## src/i2cbm_pkg.sv

```systemverilog
// Package with the shared types and constants of the I2C bit-level master.
package i2cbm_pkg;

   // Command codes carried in the operation field
   localparam logic [2:0] OP_START = 3'd0;
   localparam logic [2:0] OP_STOP  = 3'd1;
   localparam logic [2:0] OP_WRITE = 3'd2;
   localparam logic [2:0] OP_WACK  = 3'd3;
   localparam logic [2:0] OP_READ  = 3'd4;

   // Configuration register indexes
   localparam logic CSR_DELAY_TICKS = 1'b0;
   localparam logic CSR_ACK_POLL    = 1'b1;

   localparam logic [15:0] DELAY_TICKS_RST = 16'd10;
   localparam logic [7:0]  ACK_POLL_RST    = 8'd100;
   localparam logic [3:0]  BYTE_BITS       = 4'd8;

   typedef enum logic [4:0] {
      PH_IDLE, ST_A, ST_B, ST_C, SP_A, SP_B, SP_C,
      WR_PRE, WR_HI, WR_LO, WR_END,
      WA_A, WA_B, WA_POLL, WA_END,
      RD_LO, RD_HI, AK_A, AK_B, AK_C
   } phase_type;

   typedef struct packed {
      logic       cmd_valid;
      logic [2:0] operation;
      logic [7:0] data_byte;
      logic       send_ack;
      logic       sda_in;
   } req_type;

   typedef struct packed {
      logic       scl_out;
      logic       sda_out;
      logic       sda_drive;
      logic       busy_res;
      logic       done_res;
      logic [7:0] read_byte;
      logic       ack_timeout;
   } rsp_type;

endpackage

```

## src/i2c_bit_level_master.sv

```systemverilog
// I2C bit-level master: pin sequencer advanced one tick per request transaction.
//
// Usage
//   Every request transaction on req_* is one tick of the bus sequencer. Its
//   payload offers a command (start, stop, write byte, wait ack, read byte)
//   together with the sampled SDA level of that tick. Every request produces
//   exactly one response transaction on rsp_* with the pin levels (SCL, SDA,
//   SDA drive enable), busy/done flags, the last read byte and the ack
//   timeout flag as they stand after that tick.
//   Output: the response is registered.
//   Throughput: one request per cycle while req_ready is high; the sequencer state advances in a
//   single pass of combinational logic between the state registers.
//   Stall: an output register plus a one-entry skid stage sit on the response
//   side, so a request is still taken while a response waits; req_ready drops
//   only when both hold a response.
//   Reset (synchronous, active high): sequencer goes idle with SCL high, SDA
//   driven low, counters cleared, delay_ticks 10 and ack_poll_limit 100;
//   both response stages empty.
//   csr_*: write delay_ticks (index 0) or ack_poll_limit (index 1) while idle.
module i2c_bit_level_master (
   input  logic                clock,
   input  logic                reset,
   input  logic                req_valid,
   output logic                req_ready,
   input  i2cbm_pkg::req_type  req_data,
   output logic                rsp_valid,
   input  logic                rsp_ready,
   output i2cbm_pkg::rsp_type  rsp_data,
   input  logic                csr_we,
   input  logic                csr_index,
   input  logic [15:0]         csr_wdata
);
   import i2cbm_pkg::*;

   // configuration
   logic [15:0] delay_ticks_ff;
   logic [7:0]  ack_poll_ff;

   // sequencer state
   phase_type   phase_ff,       phase_in;
   logic [15:0] delay_count_ff, delay_count_in;
   logic [2:0]  delays_left_ff, delays_left_in;
   logic [3:0]  bit_count_ff,   bit_count_in;
   logic [7:0]  shift_ff,       shift_in;
   logic [7:0]  poll_count_ff,  poll_count_in;
   logic        scl_ff,         scl_in;
   logic        sda_ff,         sda_in;
   logic        sda_dir_ff,     sda_dir_in;
   logic        timeout_ff,     timeout_in;
   logic        ack_choice_ff,  ack_choice_in;
   logic [7:0]  read_result_ff, read_result_in;
   logic        done_in;

   // response stages
   logic        out_valid_ff,  skid_valid_ff;
   rsp_type     out_data_ff,   skid_data_ff;
   rsp_type     rsp_in;

   logic        accept;

   // Take a request unless the skid stage is occupied.
   assign req_ready = !skid_valid_ff;
   assign accept    = req_valid && req_ready;
   assign rsp_valid = out_valid_ff;
   assign rsp_data  = out_data_ff;

   // Configuration writes
   always_ff @(posedge clock) begin
      if (reset) begin
         delay_ticks_ff <= DELAY_TICKS_RST;
         ack_poll_ff    <= ACK_POLL_RST;
      end else if (csr_we) begin
         unique case (csr_index)
            CSR_DELAY_TICKS: delay_ticks_ff <= csr_wdata;
            CSR_ACK_POLL:    ack_poll_ff    <= csr_wdata[7:0];
            default:         ack_poll_ff    <= ack_poll_ff;
         endcase
      end
   end

   // Next-state logic: one tick of the sequencer.
   always_comb begin
      logic        enter;
      phase_type   tgt;
      logic [7:0]  shift_base;
      logic [3:0]  bit_base;
      logic [3:0]  bit_inc;
      logic        adv;
      logic [15:0] cnt_m;
      logic [2:0]  left_m;
      logic [2:0]  units;

      phase_in       = phase_ff;
      delay_count_in = delay_count_ff;
      delays_left_in = delays_left_ff;
      poll_count_in  = poll_count_ff;
      scl_in         = scl_ff;
      sda_in         = sda_ff;
      sda_dir_in     = sda_dir_ff;
      timeout_in     = timeout_ff;
      ack_choice_in  = ack_choice_ff;
      read_result_in = read_result_ff;
      done_in        = 1'b0;
      enter          = 1'b0;
      tgt            = PH_IDLE;
      shift_base     = shift_ff;
      bit_base       = bit_count_ff;
      bit_inc        = bit_count_ff + 4'd1;
      adv            = 1'b0;
      cnt_m          = delay_count_ff - 16'd1;
      left_m         = delays_left_ff - 3'd1;
      units          = 3'd0;

      if (phase_ff == PH_IDLE) begin
         if (req_data.cmd_valid) begin
            unique case (req_data.operation)
               OP_START: begin
                  enter = 1'b1;
                  tgt   = ST_A;
               end
               OP_STOP: begin
                  enter = 1'b1;
                  tgt   = SP_A;
               end
               OP_WRITE: begin
                  enter      = 1'b1;
                  tgt        = WR_PRE;
                  shift_base = req_data.data_byte;
               end
               OP_WACK: begin
                  enter      = 1'b1;
                  tgt        = WA_A;
                  timeout_in = 1'b0;
               end
               OP_READ: begin
                  enter         = 1'b1;
                  tgt           = RD_LO;
                  ack_choice_in = req_data.send_ack;
                  bit_base      = 4'd0;
                  shift_base    = 8'd0;
               end
               default: enter = 1'b0;   // undefined codes leave the engine idle
            endcase
         end
      end else if (phase_ff == WA_POLL) begin
         if (!req_data.sda_in) begin
            enter = 1'b1;
            tgt   = WA_END;
         end else if (poll_count_ff >= ack_poll_ff) begin
            timeout_in = 1'b1;
            enter      = 1'b1;
            tgt        = SP_A;
         end else begin
            poll_count_in = poll_count_ff + 8'd1;
         end
      end else begin
         // count down the current delay unit
         if (delays_left_ff == 3'd0 || delay_count_ff == 16'd0) begin
            adv = 1'b1;
         end else begin
            delay_count_in = cnt_m;
            if (cnt_m == 16'd0) begin
               delays_left_in = left_m;
               if (left_m == 3'd0) begin
                  adv = 1'b1;
               end else begin
                  delay_count_in = delay_ticks_ff;
               end
            end
         end
         if (adv) begin
            enter = 1'b1;
            unique case (phase_ff)
               ST_A:    tgt = ST_B;
               ST_B:    tgt = ST_C;
               SP_A:    tgt = SP_B;
               SP_B:    tgt = SP_C;
               WR_PRE:  tgt = WR_HI;
               WR_HI:   tgt = WR_LO;
               WR_LO: begin
                  bit_base = bit_inc;
                  tgt      = (bit_inc < BYTE_BITS) ? WR_HI : WR_END;
               end
               WA_A:    tgt = WA_B;
               WA_B:    tgt = WA_POLL;
               RD_LO:   tgt = RD_HI;
               RD_HI: begin
                  bit_base = bit_inc;
                  if (bit_inc < BYTE_BITS) begin
                     tgt = RD_LO;
                  end else begin
                     read_result_in = shift_ff;
                     tgt            = AK_A;
                  end
               end
               AK_A:    tgt = AK_B;
               AK_B:    tgt = AK_C;
               default: begin
                  // last segment of a command: finish
                  enter    = 1'b0;
                  phase_in = PH_IDLE;
                  done_in  = 1'b1;
               end
            endcase
         end
      end

      // apply the pin settings of the entered segment
      if (enter) begin
         phase_in = tgt;
         unique case (tgt)
            ST_A: begin
               sda_dir_in = 1'b1;
               sda_in     = 1'b1;
               scl_in     = 1'b1;
               units      = 3'd5;
            end
            ST_B: begin
               sda_in = 1'b0;
               units  = 3'd3;
            end
            ST_C:   scl_in = 1'b0;
            SP_A: begin
               sda_dir_in = 1'b1;
               scl_in     = 1'b0;
               sda_in     = 1'b0;
               units      = 3'd3;
            end
            SP_B: begin
               scl_in = 1'b1;
               units  = 3'd3;
            end
            SP_C: begin
               sda_in = 1'b1;
               units  = 3'd1;
            end
            WR_PRE: begin
               sda_dir_in = 1'b1;
               scl_in     = 1'b0;
               bit_base   = 4'd0;
            end
            WR_HI: begin
               sda_in     = shift_base[7];
               scl_in     = 1'b1;
               shift_base = {shift_base[6:0], 1'b0};
               units      = 3'd3;
            end
            WR_LO: begin
               scl_in = 1'b0;
               units  = 3'd1;
            end
            WR_END: units = 3'd1;
            WA_A: begin
               sda_dir_in = 1'b0;
               sda_in     = 1'b1;
               units      = 3'd1;
            end
            WA_B: begin
               scl_in = 1'b1;
               units  = 3'd1;
            end
            WA_POLL: poll_count_in = 8'd0;
            WA_END:  scl_in = 1'b0;
            RD_LO: begin
               sda_dir_in = 1'b0;
               scl_in     = 1'b0;
               units      = 3'd3;
            end
            RD_HI: begin
               scl_in     = 1'b1;
               shift_base = {shift_base[6:0], req_data.sda_in};
               units      = 3'd1;
            end
            AK_A: begin
               scl_in     = 1'b0;
               sda_dir_in = 1'b1;
               sda_in     = !ack_choice_ff;
               units      = 3'd3;
            end
            AK_B: begin
               scl_in = 1'b1;
               units  = 3'd3;
            end
            AK_C:    scl_in = 1'b0;
            default: units = 3'd0;
         endcase
         delays_left_in = units;
         delay_count_in = delay_ticks_ff;
      end

      shift_in     = shift_base;
      bit_count_in = bit_base;
   end

   // Output logic: response as it stands after this tick.
   always_comb begin
      rsp_in.scl_out     = scl_in;
      rsp_in.sda_out     = sda_in;
      rsp_in.sda_drive   = sda_dir_in;
      rsp_in.busy_res    = (phase_in != PH_IDLE);
      rsp_in.done_res    = done_in;
      rsp_in.read_byte   = read_result_in;
      rsp_in.ack_timeout = timeout_in;
   end

   // Sequencer registers: advance only on an accepted transaction.
   always_ff @(posedge clock) begin
      if (reset) begin
         phase_ff       <= PH_IDLE;
         delay_count_ff <= 16'd0;
         delays_left_ff <= 3'd0;
         bit_count_ff   <= 4'd0;
         shift_ff       <= 8'd0;
         poll_count_ff  <= 8'd0;
         scl_ff         <= 1'b1;
         sda_ff         <= 1'b0;
         sda_dir_ff     <= 1'b1;
         timeout_ff     <= 1'b0;
         ack_choice_ff  <= 1'b0;
         read_result_ff <= 8'd0;
      end else if (accept) begin
         phase_ff       <= phase_in;
         delay_count_ff <= delay_count_in;
         delays_left_ff <= delays_left_in;
         bit_count_ff   <= bit_count_in;
         shift_ff       <= shift_in;
         poll_count_ff  <= poll_count_in;
         scl_ff         <= scl_in;
         sda_ff         <= sda_in;
         sda_dir_ff     <= sda_dir_in;
         timeout_ff     <= timeout_in;
         ack_choice_ff  <= ack_choice_in;
         read_result_ff <= read_result_in;
      end
   end

   // Response output register and skid stage.
   always_ff @(posedge clock) begin
      if (reset) begin
         out_valid_ff  <= 1'b0;
         skid_valid_ff <= 1'b0;
      end else if (out_valid_ff && rsp_ready) begin
         // drain: skid first, then a fresh response, else go empty
         if (skid_valid_ff) begin
            skid_valid_ff <= 1'b0;
         end else begin
            out_valid_ff <= accept;
         end
      end else if (!out_valid_ff) begin
         out_valid_ff <= accept;
      end else if (accept) begin
         skid_valid_ff <= 1'b1;
      end
   end

   always_ff @(posedge clock) begin
      if (out_valid_ff && rsp_ready) begin
         if (skid_valid_ff) begin
            out_data_ff <= skid_data_ff;
         end else if (accept) begin
            out_data_ff <= rsp_in;
         end
      end else if (!out_valid_ff) begin
         if (accept) begin
            out_data_ff <= rsp_in;
         end
      end else if (accept) begin
         skid_data_ff <= rsp_in;
      end
   end

endmodule

```

## config.mk

```make
export PLATFORM = sky130hd
export DESIGN_NAME = i2c_bit_level_master
export DESIGN_NICKNAME = d
export VERILOG_FILES = /design/src/i2cbm_pkg.sv /design/src/i2c_bit_level_master.sv
export SDC_FILE = /design/constraint.sdc
export NUM_CORES = 1
export LEC_CHECK = 0
export BUFFER_PORTS_ARGS = -buffer_cell sky130_fd_sc_hd__buf_2
export CAP_MARGIN = 20
export CORE_ASPECT_RATIO = 0.8
export CORE_MARGIN = 2
export CORE_UTILIZATION = 60
export CTS_CLUSTER_DIAMETER = 30
export DETAILED_ROUTE_END_ITERATION = 8
export PLACE_DENSITY = 0.8
export SETUP_SLACK_MARGIN = 0.4
export SLEW_MARGIN = 20
export SYNTH_ARGS = -nofsm -noshare
export SYNTH_HDL_FRONTEND = slang
export SYNTH_SLANG_ARGS = --single-unit
```

## constraint.sdc

```tcl
create_clock -name clock -period 5.2 [get_ports clock]
set_clock_uncertainty 0.05 [all_clocks]
set_input_delay 0.52 -clock clock [delete_from_list [all_inputs] [get_ports clock]]
set_output_delay 0.52 -clock clock [all_outputs]
set_load 0.05 [all_outputs]
```

==> flow_summary.toml <==
[run_status]
status = "finished, final reports clean"

[grt]
antenna_found_initial = 0
gr-total-overflow = 0
grt_pass1_wl_mm = 28.0
grt.busiest_layer = "met2"
grt_pass1_vias = 5552
grt_max_degree = 48
grtUsageMet3 = 0.0745
grt_util_met2 = 0.464
met1_usage = 0.437
grt_usage = 0.305

[drt]
vias = 5996
dr.pass1.iters = 5
vias_per_cell = 6.44
finalWirelength_mm = 17.0
drtIter0Drc = 700
drc = 0
wl_per_cell_um = 18.3
postRouteAntennaNets = 0

[cts]
clkLatencyLatePin_ps = 350
clkTransAtPathRegs_ps = 80
cts-buffers-inserted = 9
clockBufferDepth = 2
cts_tree = "built"
cts_hold_buffers = 0
cts_root_buf = "clkbuf_16"
post_cts_buffers = 0
htree_levels = 3
ctsResizeCount = 0
clkSinkCount = 111

[floorplan]
die_h_um = 96.5
pin_count = 52
initial_utilization = 0.622
rows = 33
die_x_um = 120
die_area_um2 = 11500
core-area_um2 = 10300

[synthesis]
synth_warnings = 0
async_reset_ff_frac = 0
synth_top_family_by_area = "compound AO/OA/AOI/OAI gates"
synth.distinct_cells = 75
syn_nets = 820
synth_xor_area_frac = 0.0191
synthMuxAreaShare = 0.0255
synth-simple-area-share = 0.233
synth_cells = 769
ys_seq_area_frac = 0.390
synthFlopType = "dfxtp_1"
syn_avg_cell_area_um2 = 8.35
synth-compound-area-share = 0.251
synth_fa_ha_area_frac = 0.0292
netlist_area_um2 = 6420
ys_ff_latch = 111
synth_edf_count = 28

[sta]
drv_slew = 0
tns_ps = 0
rsz0062_at_grt = "no"
hold_violations = 0
worstMarginPinSlew_ps = 1030
setup_viol = 0
finalCriticalPeriod_ps = 4190
slew_headroom = 0.312
hold_slack_ps = 324
timing.final.crit_share = 0.807
max_freq_ghz = 0.238

[worst_setup_path]
reg2reg_setup_slack_ps = 1010
critPathMaxFanout = 16
crit_type = "flop to flop"
r2r_cells = 12
end_kind = "flop"
required_ps = 5220
worstSetupStartpointType = "flop"
cp.arrival_ps = 4210

[placed_design]
place.port_buffers = 51
place_hpwl_mm = 12.0
gp_congestion = 0.946

[finish]
antenna_cells = 0
drive_above_1_share = 0.131
fillers = 848
final_util = 0.683
nets = 837
area_growth_pct = 9.77

[power]
power.leakage_uw = 0.00270
max-vdd-ir-drop_uv = 245
power_density_nw_per_um2 = 524

[hold_path]
hold_depth = 2
hp-class = "input port to flop"

[run]
cap_violations = 0
registers in the layout (all words and copies together), names as in the netlist:
signal / cells
rsp_data: 14
shift_ff: 8
delays_left_ff: 3
bit_count_ff: 4
phase_ff: 5
delay_ticks_ff: 16
timeout_ff: 1
skid_data_ff: 14
ack_choice_ff: 1
delay_count_ff: 16
skid_valid_ff: 1
read_result_ff: 8
sda_dir_ff: 1
rsp_valid: 1
poll_count_ff: 8
ack_poll_ff: 8
sda_ff: 1
scl_ff: 1
Yosys cell counts, types with 8 or more instances:
| cell type | number | area share |
|---|---|---|
| a211oi_1 | 22 | 0.026 |
| a21oi_1 | 67 | 0.052 |
| a31oi_1 | 10 | 0.0097 |
| a32oi_1 | 9 | 0.012 |
| clkbuf_1 | 37 | 0.022 |
| dfxtp_1 | 83 | 0.26 |
| edfxtp_1 | 28 | 0.13 |
| ha_1 | 15 | 0.029 |
| inv_1 | 32 | 0.019 |
| mux2i_1 | 13 | 0.020 |
| nand2_1 | 92 | 0.054 |
| nand2b_1 | 8 | 0.0078 |
| nand3_1 | 12 | 0.0094 |
| nand3b_1 | 13 | 0.015 |
| nand4_1 | 11 | 0.011 |
| nor2_1 | 79 | 0.046 |
| nor2b_1 | 9 | 0.0088 |
| nor3_1 | 11 | 0.0086 |
| o21ai_0 | 36 | 0.028 |
| o22ai_1 | 21 | 0.020 |
critical path: stages, from the launching register on:
cell      delay, ps
dfxtp_1         390
inv_1           110
ha_1            490
o21bai_1        190
a41oi_1         130
a41o_1          240
o211ai_1        480
nor4_4          130
o22ai_1         750
nor4_1          100
or3_1           410
a211oi_2        300
a21oi_1         120
kinds of logic (layout without fill, tap and decap cells):
group | Yosys count | count (layout)
DFF | 111 | 111
AOI/OAI and AO/OA | 239 | 239
adders and majority gates | 15 | 15
and+or+nand+nor | 292 | 292
xor gates and xnor gates | 14 | 14
muxes | 16 | 16
buffers and inverters | 82 | 104
layout by cell type, fill, tap and decap left out, types with 8 or more instances in the layout:
cell	instances
mux2i_1	13
ha_1	15
nand2_1	92
buf_2	51
o22ai_1	21
o21ai_0	36
nor3_1	11
nand3_1	12
nor2_1	78
dfxtp_1	83
nand2b_1	8
inv_1	32
clkbuf_16	9
a211oi_1	21
nand4_1	11
a21oi_1	67
a31oi_1	10
edfxtp_1	28
nand3b_1	13
a32oi_1	9
area by class of cell:
cell class	instances	area [um^2]	area share
well taps	140	175	0.0249
multi-input cells	576	3600	0.511
clock buffers	10	229	0.0325
repair buffers	56	293	0.0416
clock inverters	6	126	0.0179
flip-flops and latches	111	2500	0.355
inverters	32	120	0.0170
report_power, final:
group | leakage, uW | switching [uW] | internal (uW)
Clock | 0.000172 | 338 | 481
Sequential | 0.000948 | 142 | 1010
Combinational | 0.00158 | 1130 | 593
Total | 0.00270 | 1610 | 2080
per-layer routing:
metal | part of all wire | wire length, um
met5 | 0 | 0
met3 | 0.093 | 1580
met2 | 0.44 | 7550
met4 | 0.015 | 248
met1 | 0.45 | 7620
path summary, 6_finish.rpt:
path,endpoint,startpoint
hold reg to reg,ack_poll_ff[4]$_SDFFE_PP0P_,ack_poll_ff[4]$_SDFFE_PP0P_
hold / removal,skid_valid_ff$_SDFFE_PP0P_,rsp_ready
setup / recovery,rsp_data[12]$_DFFE_PP_,delay_count_ff[1]$_SDFFE_PP0P_
setup reg to reg,rsp_data[12]$_DFFE_PP_,delay_count_ff[1]$_SDFFE_PP0P_
metrics by stage:
step	setup slack, ps	total power (uW)	instance area [um^2]	cells
2_1_floorplan	1770	2500	6420	769
3_3_place_gp	1230	2800	6690	915
3_5_place_dp	1060	2830	6690	915
4_1_cts	1050	3650	7040	931
5_1_grt	626	3910	7050	931
6_report	1010	3690	7050	931
Note: power is estimated with default switching activity, not from simulation.
